File: src/rtl/core/pbr_pkg.sv
// Shared types and constants for the pulse beat-rate detector.
package pbr_pkg;

  // Fixed field widths.
  localparam int unsigned FloorW  = 12;
  localparam int unsigned TickW   = 16;
  localparam int unsigned RateW   = 15;
  localparam int unsigned CfgIdxW = 2;
  localparam int unsigned CfgDatW = 16;

  // Register reset values.
  localparam logic [FloorW-1:0] TroughFloorRst = 12'd1500;
  localparam logic [TickW-1:0]  BlinkPeriodRst = 16'd750;
  localparam logic [TickW-1:0]  RateNumRst     = 16'd6000;

  // The rate divider retires one quotient bit per step.
  localparam int unsigned DivSteps = TickW;
  localparam int unsigned DivCntW  = $clog2(DivSteps);

  // Configuration register indexes.
  typedef enum logic [CfgIdxW-1:0] {
    CFG_TROUGH_FLOOR = 2'd0,
    CFG_BLINK_PERIOD = 2'd1,
    CFG_RATE_NUM     = 2'd2
  } cfg_idx_e;

  // Commands from the controller to the datapath.
  typedef struct packed {
    logic accept;
    logic div_init;
    logic div_step;
    logic out_load;
  } pbr_cmd_t;

  // Status from the datapath to the controller.
  typedef struct packed {
    logic div_last;
  } pbr_stat_t;

endpackage

File: src/rtl/core/pbr_if.sv
// Channel interfaces for sample words, result words and register writes.
interface pbr_in_if #(
  parameter int unsigned SAMPLE_BITS = 12
);
  logic                   valid;
  logic                   ready;
  logic [SAMPLE_BITS-1:0] sample;

  modport source (output valid, output sample, input ready);
  modport sink   (input valid, input sample, output ready);
endinterface

interface pbr_out_if #(
  parameter int unsigned SAMPLE_BITS = 12
);
  logic                     valid;
  logic                     ready;
  logic [pbr_pkg::RateW-1:0] beat_rate;
  logic                     armed;
  logic [SAMPLE_BITS-1:0]   sample_echo;
  logic                     beat_led;
  logic                     blink_led;

  modport source (output valid, output beat_rate, output armed, output sample_echo,
                  output beat_led, output blink_led, input ready);
  modport sink   (input valid, input beat_rate, input armed, input sample_echo,
                  input beat_led, input blink_led, output ready);
endinterface

interface pbr_cfg_if;
  logic                        valid;
  logic                        ready;
  logic [pbr_pkg::CfgIdxW-1:0] index;
  logic [pbr_pkg::CfgDatW-1:0] data;

  modport source (output valid, output index, output data, input ready);
  modport sink   (input valid, input index, input data, output ready);
endinterface

File: src/rtl/core/pbr_datapath.sv
// Datapath: detector state, configuration registers, rate divider and result registers.
module pbr_datapath #(
  parameter int unsigned SAMPLE_BITS = 12
) (
  input  logic                            clk_i,
  input  logic                            rst_ni,
  input  pbr_pkg::pbr_cmd_t               cmd_i,
  output pbr_pkg::pbr_stat_t              stat_o,
  input  logic [SAMPLE_BITS-1:0]          sample_i,
  input  logic                            cfg_we_i,
  input  logic [pbr_pkg::CfgIdxW-1:0]     cfg_index_i,
  input  logic [pbr_pkg::CfgDatW-1:0]     cfg_data_i,
  output logic [pbr_pkg::RateW-1:0]       beat_rate_o,
  output logic                            armed_o,
  output logic [SAMPLE_BITS-1:0]          sample_echo_o,
  output logic                            beat_led_o,
  output logic                            blink_led_o
);
  import pbr_pkg::*;

  localparam int unsigned CmpW  = TickW + 1;
  localparam int unsigned DvsrW = TickW + 1;

  // Configuration registers.
  logic [FloorW-1:0] floor_q;
  logic [TickW-1:0]  period_q, num_q;

  always_ff @(posedge clk_i or negedge rst_ni) begin
    if (!rst_ni) begin
      floor_q  <= TroughFloorRst;
      period_q <= BlinkPeriodRst;
      num_q    <= RateNumRst;
    end else if (cfg_we_i) begin
      case (cfg_idx_e'(cfg_index_i))
        CFG_TROUGH_FLOOR: floor_q  <= cfg_data_i[FloorW-1:0];
        CFG_BLINK_PERIOD: period_q <= cfg_data_i[TickW-1:0];
        CFG_RATE_NUM:     num_q    <= cfg_data_i[TickW-1:0];
        default: ;
      endcase
    end
  end

  // Detector state.
  logic [SAMPLE_BITS-1:0] peak_q, peak_d;
  logic [SAMPLE_BITS:0]   trough_q, trough_d;
  logic                   armed_q, armed_d;
  logic [TickW-1:0]       elapsed_q, elapsed_d, elapsed_inc;
  logic [TickW-1:0]       interval_q, interval_d;
  logic [TickW-1:0]       blink_cnt_q, blink_cnt_d;
  logic                   beat_q, beat_d;
  logic                   blink_q, blink_d;
  logic [SAMPLE_BITS-1:0] sample_q;
  logic [SAMPLE_BITS:0]   mid_sum;
  logic [SAMPLE_BITS-1:0] mid;
  logic [CmpW-1:0]        samp_w, floor_w;
  logic                   rise, fall;

  // Next detector state for the incoming word.
  always_comb begin
    samp_w  = CmpW'(sample_i);
    floor_w = CmpW'(floor_q);

    // Blink divider runs first within a tick.
    blink_d = blink_q;
    if (blink_cnt_q >= period_q) begin
      blink_d     = ~blink_q;
      blink_cnt_d = TickW'(1);
    end else begin
      blink_cnt_d = blink_cnt_q + TickW'(1);
    end

    // Running extremes; the trough only follows samples above the floor.
    peak_d   = (sample_i > peak_q) ? sample_i : peak_q;
    trough_d = (({1'b0, sample_i} < trough_q) && (samp_w > floor_w)) ?
               {1'b0, sample_i} : trough_q;
    mid_sum  = {1'b0, peak_d} + trough_d;
    mid      = mid_sum[SAMPLE_BITS:1];

    // Tick counter saturates at its maximum.
    elapsed_inc = (elapsed_q != '1) ? elapsed_q + TickW'(1) : elapsed_q;

    rise = (sample_i >= mid) && armed_q;
    fall = (sample_i < mid) && !armed_q;

    armed_d    = armed_q;
    beat_d     = beat_q;
    interval_d = interval_q;
    elapsed_d  = elapsed_inc;
    if (rise) begin
      armed_d    = 1'b0;
      beat_d     = ~beat_q;
      interval_d = elapsed_inc;
    end
    if (fall) begin
      armed_d   = 1'b1;
      beat_d    = ~beat_q;
      elapsed_d = '0;
    end
  end

  always_ff @(posedge clk_i or negedge rst_ni) begin
    if (!rst_ni) begin
      peak_q      <= '0;
      trough_q    <= {1'b1, {SAMPLE_BITS{1'b0}}};
      armed_q     <= 1'b1;
      elapsed_q   <= '0;
      interval_q  <= '0;
      blink_cnt_q <= '0;
      beat_q      <= 1'b0;
      blink_q     <= 1'b0;
    end else if (cmd_i.accept) begin
      peak_q      <= peak_d;
      trough_q    <= trough_d;
      armed_q     <= armed_d;
      elapsed_q   <= elapsed_d;
      interval_q  <= interval_d;
      blink_cnt_q <= blink_cnt_d;
      beat_q      <= beat_d;
      blink_q     <= blink_d;
    end
  end

  // The sample is held for the echo field.
  always_ff @(posedge clk_i) begin
    if (cmd_i.accept) begin
      sample_q <= sample_i;
    end
  end

  // Restoring divider: numerator over twice the interval, one bit per step.
  logic [DvsrW-1:0]   rem_q, rem_d;
  logic [TickW-1:0]   dq_q, dq_d;
  logic [DvsrW-1:0]   dvsr_q;
  logic               zero_q;
  logic [DivCntW-1:0] cnt_q;
  logic [DvsrW:0]     shifted, diff;
  logic               ge;

  always_comb begin
    shifted = {rem_q, dq_q[TickW-1]};
    diff    = shifted - {1'b0, dvsr_q};
    ge      = shifted >= {1'b0, dvsr_q};
    rem_d   = ge ? diff[DvsrW-1:0] : shifted[DvsrW-1:0];
    dq_d    = {dq_q[TickW-2:0], ge};
  end

  always_ff @(posedge clk_i or negedge rst_ni) begin
    if (!rst_ni) begin
      cnt_q <= '0;
    end else if (cmd_i.div_init) begin
      cnt_q <= '0;
    end else if (cmd_i.div_step) begin
      cnt_q <= cnt_q + DivCntW'(1);
    end
  end

  always_ff @(posedge clk_i) begin
    if (cmd_i.div_init) begin
      rem_q  <= '0;
      dq_q   <= num_q;
      dvsr_q <= {interval_q, 1'b0};
      zero_q <= (interval_q == '0);
    end else if (cmd_i.div_step) begin
      rem_q <= rem_d;
      dq_q  <= dq_d;
    end
  end

  assign stat_o.div_last = (cnt_q == DivCntW'(DivSteps - 1));

  // Result registers hold the word until the sink takes it.
  always_ff @(posedge clk_i) begin
    if (cmd_i.out_load) begin
      beat_rate_o   <= zero_q ? '0 : dq_q[RateW-1:0];
      armed_o       <= armed_q;
      sample_echo_o <= sample_q;
      beat_led_o    <= beat_q;
      blink_led_o   <= blink_q;
    end
  end

endmodule

File: src/rtl/core/pbr_ctrl.sv
// Controller: sequences accept, divider steps and result delivery.
module pbr_ctrl (
  input  logic               clk_i,
  input  logic               rst_ni,
  input  logic               in_valid_i,
  output logic               in_ready_o,
  output logic               out_valid_o,
  input  logic               out_ready_i,
  output pbr_pkg::pbr_cmd_t  cmd_o,
  input  pbr_pkg::pbr_stat_t stat_i
);
  import pbr_pkg::*;

  typedef enum logic [1:0] {
    ST_IDLE,
    ST_PREP,
    ST_DIVIDE,
    ST_DELIVER
  } state_e;

  state_e state_q;
  logic   out_valid_q;

  // Commands decode from the current state.
  always_comb begin
    in_ready_o      = (state_q == ST_IDLE);
    cmd_o.accept    = in_valid_i && in_ready_o;
    cmd_o.div_init  = (state_q == ST_PREP);
    cmd_o.div_step  = (state_q == ST_DIVIDE);
    cmd_o.out_load  = (state_q == ST_DELIVER) && (!out_valid_q || out_ready_i);
  end

  assign out_valid_o = out_valid_q;

  // State and the result-valid flag.
  always_ff @(posedge clk_i or negedge rst_ni) begin
    if (!rst_ni) begin
      state_q     <= ST_IDLE;
      out_valid_q <= 1'b0;
    end else begin
      if (cmd_o.out_load) begin
        out_valid_q <= 1'b1;
      end else if (out_ready_i) begin
        out_valid_q <= 1'b0;
      end
      case (state_q)
        ST_IDLE: begin
          if (cmd_o.accept) state_q <= ST_PREP;
        end
        ST_PREP: begin
          state_q <= ST_DIVIDE;
        end
        ST_DIVIDE: begin
          if (stat_i.div_last) state_q <= ST_DELIVER;
        end
        ST_DELIVER: begin
          if (cmd_o.out_load) state_q <= ST_IDLE;
        end
        default: state_q <= ST_IDLE;
      endcase
    end
  end

endmodule

File: src/rtl/core/pulse_beat_rate_detector.sv
// Top level of the pulse beat-rate detector.
// A sample word is accepted in ST_IDLE; ST_PREP loads the divider, ST_DIVIDE runs
// the 16-step rate divider and ST_DELIVER loads the result word, which can stall
// on the sink. A new sample word is taken only after its result is loaded.
// Reset (rst_ni low, asynchronous) clears the detector state and restores
// the register defaults; no clearing pass is needed.
module pulse_beat_rate_detector #(
  parameter int unsigned SAMPLE_BITS = 12
) (
  input  logic      clk_i,
  input  logic      rst_ni,
  pbr_in_if.sink    in_i,
  pbr_out_if.source out_o,
  pbr_cfg_if.sink   cfg_i
);
  import pbr_pkg::*;

  pbr_cmd_t  cmd;
  pbr_stat_t stat;

  // Register writes are always taken.
  assign cfg_i.ready = 1'b1;

  pbr_ctrl u_ctrl (
    .clk_i       (clk_i),
    .rst_ni      (rst_ni),
    .in_valid_i  (in_i.valid),
    .in_ready_o  (in_i.ready),
    .out_valid_o (out_o.valid),
    .out_ready_i (out_o.ready),
    .cmd_o       (cmd),
    .stat_i      (stat)
  );

  pbr_datapath #(
    .SAMPLE_BITS (SAMPLE_BITS)
  ) u_datapath (
    .clk_i         (clk_i),
    .rst_ni        (rst_ni),
    .cmd_i         (cmd),
    .stat_o        (stat),
    .sample_i      (in_i.sample),
    .cfg_we_i      (cfg_i.valid),
    .cfg_index_i   (cfg_i.index),
    .cfg_data_i    (cfg_i.data),
    .beat_rate_o   (out_o.beat_rate),
    .armed_o       (out_o.armed),
    .sample_echo_o (out_o.sample_echo),
    .beat_led_o    (out_o.beat_led),
    .blink_led_o   (out_o.blink_led)
  );

endmodule

File: src/flat_wrapper.sv
// flat-port wrapper written by rule: the top's interface ports become plain ports
module pulse_beat_rate_detector_flat import pbr_pkg::*;
#(
  parameter int unsigned SAMPLE_BITS = 12
)
  (clk_i, rst_ni, in_i_valid, in_i_sample, in_i_ready, out_o_valid, out_o_beat_rate, out_o_armed, out_o_sample_echo, out_o_beat_led, out_o_blink_led, out_o_ready, cfg_i_valid, cfg_i_index, cfg_i_data, cfg_i_ready);
  pbr_in_if #(.SAMPLE_BITS(SAMPLE_BITS)) in_i_i ();
  pbr_out_if #(.SAMPLE_BITS(SAMPLE_BITS)) out_o_i ();
  pbr_cfg_if cfg_i_i ();
  input  logic clk_i;
  input  logic rst_ni;
  input wire logic [$bits(in_i_i.valid)-1:0] in_i_valid;
  input wire logic [$bits(in_i_i.sample)-1:0] in_i_sample;
  output wire logic [$bits(in_i_i.ready)-1:0] in_i_ready;
  output wire logic [$bits(out_o_i.valid)-1:0] out_o_valid;
  output wire logic [$bits(out_o_i.beat_rate)-1:0] out_o_beat_rate;
  output wire logic [$bits(out_o_i.armed)-1:0] out_o_armed;
  output wire logic [$bits(out_o_i.sample_echo)-1:0] out_o_sample_echo;
  output wire logic [$bits(out_o_i.beat_led)-1:0] out_o_beat_led;
  output wire logic [$bits(out_o_i.blink_led)-1:0] out_o_blink_led;
  input wire logic [$bits(out_o_i.ready)-1:0] out_o_ready;
  input wire logic [$bits(cfg_i_i.valid)-1:0] cfg_i_valid;
  input wire logic [$bits(cfg_i_i.index)-1:0] cfg_i_index;
  input wire logic [$bits(cfg_i_i.data)-1:0] cfg_i_data;
  output wire logic [$bits(cfg_i_i.ready)-1:0] cfg_i_ready;
  assign in_i_i.valid = in_i_valid;
  assign in_i_i.sample = in_i_sample;
  assign in_i_ready = in_i_i.ready;
  assign out_o_valid = out_o_i.valid;
  assign out_o_beat_rate = out_o_i.beat_rate;
  assign out_o_armed = out_o_i.armed;
  assign out_o_sample_echo = out_o_i.sample_echo;
  assign out_o_beat_led = out_o_i.beat_led;
  assign out_o_blink_led = out_o_i.blink_led;
  assign out_o_i.ready = out_o_ready;
  assign cfg_i_i.valid = cfg_i_valid;
  assign cfg_i_i.index = cfg_i_index;
  assign cfg_i_i.data = cfg_i_data;
  assign cfg_i_ready = cfg_i_i.ready;
  pulse_beat_rate_detector #(.SAMPLE_BITS(SAMPLE_BITS)) u_core (.clk_i(clk_i), .rst_ni(rst_ni), .in_i(in_i_i), .out_o(out_o_i), .cfg_i(cfg_i_i));
endmodule
File: config.mk
export PLATFORM = sky130hd
export DESIGN_NAME = pulse_beat_rate_detector_flat
export DESIGN_NICKNAME = d
export VERILOG_FILES = /design/src/rtl/core/pbr_pkg.sv /design/src/rtl/core/pbr_if.sv /design/src/rtl/core/pbr_datapath.sv /design/src/rtl/core/pbr_ctrl.sv /design/src/rtl/core/pulse_beat_rate_detector.sv /design/src/flat_wrapper.sv
export SDC_FILE = /design/constraint.sdc
export NUM_CORES = 1
export LEC_CHECK = 0
export BUFFER_PORTS_ARGS = -buffer_cell sky130_fd_sc_hd__buf_2
export CORE_MARGIN = 5
export CORE_UTILIZATION = 35
export CTS_BUF_LIST = sky130_fd_sc_hd__clkbuf_16
export CTS_CLUSTER_SIZE = 24
export DETAILED_ROUTE_END_ITERATION = 12
export SETUP_SLACK_MARGIN = 0.3
export SLEW_MARGIN = 20
export SYNTH_ARGS = -nofsm -noshare
export SYNTH_HDL_FRONTEND = slang
export SYNTH_SLANG_ARGS = --single-unit
File: constraint.sdc
create_clock -name clk_i -period 9.3 [get_ports clk_i]
set_input_delay 2.79 -clock clk_i [delete_from_list [all_inputs] [get_ports clk_i]]
set_output_delay 2.79 -clock clk_i [all_outputs]
set_load 0.01 [all_outputs]
==> results of run 1 <==
[sequential cells by signal (all words and copies together), names as in the netlist, 2 cells and up]
| signal | flops |
|---|---|
| u_core.u_datapath.trough_q | 13 |
| u_core.u_datapath.cnt_q | 4 |
| u_core.u_datapath.dq_q | 16 |
| u_core.u_datapath.num_q | 16 |
| u_core.u_datapath.blink_cnt_q | 16 |
| u_core.u_datapath.beat_rate_o | 15 |
| u_core.u_datapath.peak_q | 12 |
| u_core.u_datapath.sample_q | 12 |
| u_core.u_datapath.rem_q | 17 |
| u_core.u_ctrl.state_q | 2 |
| u_core.u_datapath.floor_q | 12 |
| u_core.u_datapath.interval_q | 16 |
| u_core.u_datapath.sample_echo_o | 12 |
| u_core.u_datapath.dvsr_q | 16 |
| u_core.u_datapath.period_q | 16 |
| u_core.u_datapath.elapsed_q | 16 |
[final timing paths]
path	cells after the start	slack [ns]	start	to
setup / recovery	30	1.39	in_i_sample[1]	u_core.u_datapath.elapsed_q[1]$_DFFE_PN0P_
hold / removal	0	0.42	u_core.u_datapath.sample_q[6]$_DFFE_PP_	u_core.u_datapath.sample_echo_o[6]$_DFFE_PP_
setup reg to reg	29	3.35	u_core.u_datapath.floor_q[3]$_DFFE_PN1P_	u_core.u_datapath.elapsed_q[1]$_DFFE_PN0P_
hold reg to reg	0	0.42	u_core.u_datapath.sample_q[6]$_DFFE_PP_	u_core.u_datapath.sample_echo_o[6]$_DFFE_PP_
max in group asynchronous	2	5.57	rst_ni	u_core.u_datapath.interval_q[10]$_DFFE_PN0P_
min in group asynchronous	1	2.39	rst_ni	u_core.u_datapath.trough_q[1]$_DFFE_PN0P_
[Yosys cell counts (3+ instances only)]
| cell | count |
|---|---|
| sky130_fd_sc_hd__and2_1 | 3 |
| sky130_fd_sc_hd__nand2b_1 | 12 |
| sky130_fd_sc_hd__dfstp_2 | 23 |
| sky130_fd_sc_hd__a21o_1 | 29 |
| sky130_fd_sc_hd__a311oi_1 | 4 |
| sky130_fd_sc_hd__mux2i_1 | 16 |
| sky130_fd_sc_hd__and4_1 | 3 |
| sky130_fd_sc_hd__inv_1 | 93 |
| sky130_fd_sc_hd__or3_1 | 3 |
| sky130_fd_sc_hd__a21boi_1 | 3 |
| sky130_fd_sc_hd__nor2_1 | 65 |
| sky130_fd_sc_hd__o211ai_1 | 5 |
| sky130_fd_sc_hd__dfrtp_1 | 104 |
| sky130_fd_sc_hd__a21oi_1 | 41 |
| sky130_fd_sc_hd__nor3_1 | 8 |
| sky130_fd_sc_hd__xor2_1 | 24 |
| sky130_fd_sc_hd__nand4_1 | 16 |
| sky130_fd_sc_hd__nand3b_1 | 5 |
| sky130_fd_sc_hd__xnor2_1 | 19 |
| sky130_fd_sc_hd__a211oi_1 | 12 |
| sky130_fd_sc_hd__nand2_1 | 131 |
| sky130_fd_sc_hd__nor4_1 | 9 |
| sky130_fd_sc_hd__and3_1 | 11 |
| sky130_fd_sc_hd__dfxtp_1 | 17 |
| sky130_fd_sc_hd__o21ai_1 | 52 |
| sky130_fd_sc_hd__buf_1 | 3 |
| sky130_fd_sc_hd__nor3b_1 | 5 |
| sky130_fd_sc_hd__a21oi_2 | 4 |
| sky130_fd_sc_hd__mux2_2 | 49 |
| sky130_fd_sc_hd__o31ai_1 | 7 |
| sky130_fd_sc_hd__ha_1 | 97 |
| sky130_fd_sc_hd__o22ai_1 | 3 |
| sky130_fd_sc_hd__a31oi_1 | 6 |
| sky130_fd_sc_hd__nor2b_1 | 25 |
| sky130_fd_sc_hd__clkbuf_1 | 29 |
| sky130_fd_sc_hd__o21bai_1 | 3 |
| sky130_fd_sc_hd__edfxtp_1 | 75 |
| sky130_fd_sc_hd__o21ai_0 | 70 |
| sky130_fd_sc_hd__o21a_1 | 6 |
| sky130_fd_sc_hd__nand3_1 | 18 |
[cell families (layout without fill, tap and decap cells)]
| kind of cell | after synthesis | in the layout | share of synthesized area |
|---|---|---|---|
| AO/OA/AOI/OAI | 268 | 268 | 0.1441 |
| XOR/XNOR | 43 | 43 | 0.03168 |
| adder cells (fa/ha/maj) | 99 | 99 | 0.1055 |
| buffers and inverters | 130 | 216 | 0.04188 |
| flip-flops | 219 | 219 | 0.4878 |
| multiplexers | 66 | 66 | 0.06083 |
| other | 1 | 1 | 0.0003154 |
| AND/OR/NAND/NOR | 321 | 321 | 0.1280 |
[routing by layer]
metal | vias up | share of wire | global-route usage
li1 | 4209 | - | -
met1 | 4007 | 0.47 | 0.1938
met2 | 124 | 0.47 | 0.2275
met3 | 35 | 0.035 | 0.02164
met4 | 0 | 0.016 | 0.02500
met5 | - | 0 | 0
[area by class of cell]
class	instances	area (sq um)	share of cell area
inverter	94	352.8	0.02618
clock buffer	25	625.6	0.04642
clock inverter	21	123.9	0.009191
timing repair buffer	76	407.9	0.03027
multi-input combinational	798	5607	0.4160
tap	448	560.5	0.04159
sequential	219	5799	0.4303
[power groups by stage]
stage,registers (mW),logic (mW),clock network [mW]
final,1.51,2.29,0.903
after CTS,1.51,2.30,0.932
after global routing,1.54,2.61,0.974
after global placement,1.53,2.24,0
after floorplan,1.49,1.77,0
after detailed placement,1.53,2.29,0
[critical path: cells and delay by family]
family,cells,cell delay [ns]
AO/OA/AOI/OAI,15,2.75
adder cells (fa/ha/maj),3,1.05
AND/OR/NAND/NOR,7,0.87
buffers and inverters,4,0.70
XOR/XNOR,1,0.14
==> run metrics, run 1 <==
status finished clean; Netlist Area Pre-Place between 10000 and 15000 sq um; Yosys top cell by area sky130_fd_sc_hd__dfrtp_1; number of port buffers 66; worst-margin pin slew between 0.9 and 1 ns; Max H-tree Level 1; setup clock skew after layout 0.01042 ns; post-synthesis cell count 1147; first drt pass iteration count 4; vias per std cell approximately 5.0; die extent in x just under 200 microns; core occupancy in the finished layout 0.4019; data required time at the worst endpoint between 9 and 10 ns; kind of critical path input port to flip-flop; Bufs on Longest Clock Path 3; wire length of the first global-routing pass between 40 and 50 mm; total clock sinks about 220; Top Ports 68; net switching fraction of the power 0.3991; Max Fanout on Critical Path 22; via count of the first global-routing pass 8147; Critical Path Source Type input port; layout cell share with drive strength beyond 1 0.1622; Final HPWL DP around 19 mm; Area after DPL about 13000 sq um; power density over cell area ~350 nW/um^2; Sequential Power Share 0.322; total detailed-routing wirelength roughly 27 mm; standard-cell row count 67; clock slew seen by the registers of the worst setup and hold paths 0.06 ns; syn nets ~1300; setup TNS 0 ns; number of hold buffers added after CTS 0; layout overhead on the synthesized area 13.36%; clock root buffer sky130_fd_sc_hd__clkbuf_16; pin count of the biggest net entering global routing between 60 and 70; final hold viol count 0; max_slew headroom 0.3445; worst vdd ir approximately 0.26 mV; distinct cell type count of the synthesized netlist 73; cell-internal power approximately 2.8 mW; insertion delay of the later-clocked pin in the worst-skew pair 0.52 ns; slowest library cell on the worst path sky130_fd_sc_hd__o41ai_2; die span in y about 200 microns; mean instance size in the synthesized netlist 10.37 sq um; average wire length per cell after detail routing 15.78 microns; leak pwr 5.887 nW; total number of vias between 8000 and 9000; summed area of non-filler cells in the final layout between 10000 and 15000 sq um; n_diodes 0; final hold slack between 0.4 and 0.5 ns; CTS tree built; area of the core region 33530 sq um; final-report max-slew violation count 0; total routing usage reported by global routing 0.1373; power share of the combinational group 0.486; count of non-filler cells in the finished layout between 1500 and 2000; number of enable-type register cells in the synthesized netlist 75; switching power 1.876 mW; unrepaired setup endpoints after global routing false; initial antenna violation count 0; Primary FF master, synth sky130_fd_sc_hd__dfrtp_1; initial core utilization 0.3546; proportion of register bits with asynchronous set or reset after synthesis 0.5799; Layout Nets between 1000 and 1500; peak per-stage delay on the critical path ~0.47 ns; DRC violations left 0; final weighted congestion in routability-driven placement between 0.8 and 0.9; worst min-delay path class flip-flop to flip-flop; CTS-repair resized insts 0; category of the worst setup path capture point flip-flop; time the worst path needs with I/O delays and setup slightly below 8 ns; post-route total power between 4 and 5 mW; period utilization 0.8506; antenna-violating nets left 0; number of buffers added by the clock tree synthesis step 25; starting DRC count in detailed routing 450; maximum achievable frequency 126.4 MHz; post-synthesis sequential element count between 200 and 250; final setup margin 1.389 ns; final setup vio count 0; arrival time worst endpoint between 8 and 9 ns; remaining global-route overflow 0; # fillers between 3000 and 4000; commonest cells after routing, fill and taps aside sky130_fd_sc_hd__nand2_1 (131), sky130_fd_sc_hd__dfrtp_1 (104), sky130_fd_sc_hd__inv_1 (99); leading cell type in the layout, fill and taps excluded sky130_fd_sc_hd__nand2_1; worst slack at placement just under 0.9 ns; die area ~38000 sq um; fraction of the yosys area taken by sequential cells 0.4878; max capacitance violation total 0; cell count after placement 1635; Yosys top cell area share 0.2189; number of synthesis warnings 0; post-CTS setup buffer count 0; part of the power in the clock network 0.192; largest cells by area after synthesis sky130_fd_sc_hd__dfrtp_1 (22%), sky130_fd_sc_hd__edfxtp_1 (19%), sky130_fd_sc_hd__ha_1 (10%)
No activity file was read; power rests on OpenSTA's default activity.
==> run 2, diff against run 1 <==
Settings changed: CORE_ASPECT_RATIO set to 1.25.
==> run 2 against run 1 <==
Net effect: hold slack worse by 0.0053 ns; sequential cell count unchanged; via count down 1.6%; wire length decreased by 6.2%; cell count shrank 1.5%; largest power group unchanged; final area about the same; register-to-register slack got worse by 0.05 ns; sequential share of layout area is essentially flat; fmax is 0.72% lower; power fell by 0.26%; first-iteration DRC count is 29% lower.
==> run metrics, run 2 (synthesized netlist as in run 1, its figures left out) <==
n_diodes 0 (unchanged); reg2reg setup slack 3.30 ns (was 3.35 ns); most used routing layer met2 (unchanged); die area 37780 sq um (was 37750 sq um); maximum achievable frequency 125.5 MHz (was 126.4 MHz); unrepaired setup endpoints after global routing false (unchanged); startpoint of the worst register-to-register path u_core.u_datapath.floor_q[3]$_DFFE_PN1P_ (unchanged); GR met2 Demand/Resource 0.2292 (was 0.2275); starting DRC count in detailed routing 321 (was 450); Bufs on Longest Clock Path 3 (unchanged); core occupancy in the finished layout 0.4012 (was 0.4019); number of stages on the worst hold path 0 (unchanged); total clock sinks 219 (unchanged); layout cell share with drive strength beyond 1 0.1672 (was 0.1622); Buf/Inv on CP 3 (was 4); met3 routing resource usage after global routing 0.01638 (was 0.02164); power density over cell area 347.8 nW/um^2 (was 348.8 nW/um^2); insertion delay of the later-clocked pin in the worst-skew pair 0.51 ns (was 0.52 ns); CTS tree built (unchanged); setup clock skew after layout 0.009300 ns (was 0.01042 ns); Max H-tree Level 1 (unchanged); max capacitance violation total 0 (unchanged); Top Ports 68 (unchanged); setup TNS 0 ns (unchanged); leading cell type in the layout, fill and taps excluded sky130_fd_sc_hd__nand2_1 (unchanged); data required time at the worst endpoint 9.70 ns (about the same); total routing usage reported by global routing 0.1311 (was 0.1373); peak per-stage delay on the critical path 0.72 ns (was 0.47 ns); post-CTS setup buffer count 0 (unchanged); via count of the first global-routing pass 8289 (was 8147); initial core utilization 0.3539 (was 0.3546); CTS-repair resized insts 0 (unchanged); remaining global-route overflow 0 (unchanged); DRC violations left 0 (unchanged); category of the worst setup path capture point flip-flop (unchanged); pin count of the biggest net entering global routing 67 (was 68); final setup vio count 0 (unchanged); arrival time worst endpoint 8.37 ns (was 8.32 ns); period utilization 0.8568 (was 0.8506); worst reg2reg path depth 28 (was 29); Layout Nets 1348 (unchanged); max_slew headroom 0.3735 (was 0.3445); time the worst path needs with I/O delays and setup 7.969 ns (was 7.911 ns); number of buffers added by the clock tree synthesis step 25 (unchanged); final-report max-slew violation count 0 (unchanged); clock root buffer sky130_fd_sc_hd__clkbuf_16 (unchanged); largest reg by FF count u_core.u_datapath.rem_q (unchanged); hold-critical path endpoint u_core.u_datapath.sample_echo_o[0]$_DFFE_PP_ (was u_core.u_datapath.sample_echo_o[6]$_DFFE_PP_); critical register-to-register path endpoint u_core.u_datapath.elapsed_q[1]$_DFFE_PN0P_ (unchanged); commonest cells after routing, fill and taps aside sky130_fd_sc_hd__nand2_1 (131), sky130_fd_sc_hd__dfrtp_1 (104), sky130_fd_sc_hd__inv_1 (96), sky130_fd_sc_hd__ha_1 (96), sky130_fd_sc_hd__edfxtp_1 (75) (was sky130_fd_sc_hd__nand2_1 (131), sky130_fd_sc_hd__dfrtp_1 (104), sky130_fd_sc_hd__inv_1 (99)); Final HPWL DP 18.16 mm (was 19.13 mm); antenna-violating nets left 0 (unchanged); number of hold buffers added after CTS 0 (unchanged); worst min-delay path class flip-flop to flip-flop (unchanged); met1 Resource Use GR 0.1722 (was 0.1938); die extent in x 174.8 microns (was 194.3 microns); status finished clean (unchanged); Max Fanout on Critical Path 24 (was 22); clock slew seen by the registers of the worst setup and hold paths 0.06 ns (about the same); layout overhead on the synthesized area 13.38% (was 13.36%); # fillers 3298 (was 3305); final weighted congestion in routability-driven placement 0.8897 (was 0.8432); vias per std cell 4.981 (was 4.982); worst-margin pin slew 0.9398 ns (was 0.9832 ns); post-route total power 4.688 mW (was 4.700 mW); total detailed-routing wirelength 24.90 mm (was 26.53 mm); origin of the worst min-delay path u_core.u_datapath.sample_q[0]$_DFFE_PP_ (was u_core.u_datapath.sample_q[6]$_DFFE_PP_); die span in y 216.1 microns (was 194.3 microns); average wire length per cell after detail routing 15.04 microns (was 15.78 microns); final hold viol count 0 (unchanged); summed area of non-filler cells in the final layout 13480 sq um (about the same); area of the core region 33590 sq um (was 33530 sq um); initial antenna violation count 0 (unchanged); slowest library cell on the worst path sky130_fd_sc_hd__a21oi_2 (was sky130_fd_sc_hd__o41ai_2); first drt pass iteration count 4 (unchanged); wire length of the first global-routing pass 41.85 mm (was 43.45 mm); leak pwr 5.893 nW (was 5.887 nW); number of port buffers 66 (unchanged); worst vdd ir 0.1718 mV (was 0.2607 mV); total number of vias 8243 (was 8375); Critical Path Source Type input port (unchanged); standard-cell row count 75 (was 67); Area after DPL 12690 sq um (was 12730 sq um); max reg flops 17 (unchanged); crit-path leading delay family compound AO/OA/AOI/OAI gates (unchanged); kind of critical path input port to flip-flop (unchanged)
## run 2: worst max-delay path by stage
stage	depth (start not counted)	start	end
final	29	in_i_sample[1]	u_core.u_datapath.elapsed_q[1]$_DFFE_PN0P_
after global routing	28	in_i_sample[1]	u_core.u_datapath.elapsed_q[6]$_DFFE_PN0P_
after CTS	29	in_i_sample[1]	u_core.u_datapath.elapsed_q[1]$_DFFE_PN0P_
after detailed placement	28	in_i_sample[1]	u_core.u_datapath.elapsed_q[6]$_DFFE_PN0P_
after global placement	29	in_i_sample[1]	u_core.u_datapath.elapsed_q[1]$_DFFE_PN0P_
after floorplan	28	in_i_sample[11]	u_core.u_datapath.beat_q$_DFFE_PN0P_
## run 2: routing by layer
layer | share of wire | wire length, microns
met5 | 0 | 0
met4 | 0.024 | 592
met3 | 0.034 | 839
met2 | 0.48 | 11920
met1 | 0.46 | 11550
## run 2: worst register-to-register path, delay by kind of cell, from the launching register on
kind	cells	cell delay (ns)
xor+xnor	1	0.14
flops	1	0.52
buf+inv	3	0.36
fa+ha+maj	3	1.05
compound gates	15	2.89
simple gates	6	0.94
## run 2: report_power, final
part	total [mW]	internal, mW	switching [mW]
logic	2.27	0.946	1.32
registers	1.50	1.35	0.146
clock network	0.917	0.522	0.395
total	4.69	2.82	1.87
## run 2: layout make-up
cell class	count	area, sq um	area share
inverter	94	352.8	0.02618
tap	423	529.3	0.03926
clock inverter	20	147.6	0.01095
sequential	219	5799	0.4302
clock buffer	25	625.6	0.04641
multi-input combinational	798	5617	0.4167
timing repair buffer	76	407.9	0.03026
## run 2: metrics by stage
stage	setup WS [ns]	instances	hold WS [ns]
after global placement	0.8648	1610	0.4009
after detailed placement	0.8065	1610	0.4057
after global routing	0.7372	1655	0.4241
after floorplan	1.610	1147	0.4003
final	1.331	1655	0.4149
after CTS	1.364	1655	0.4149
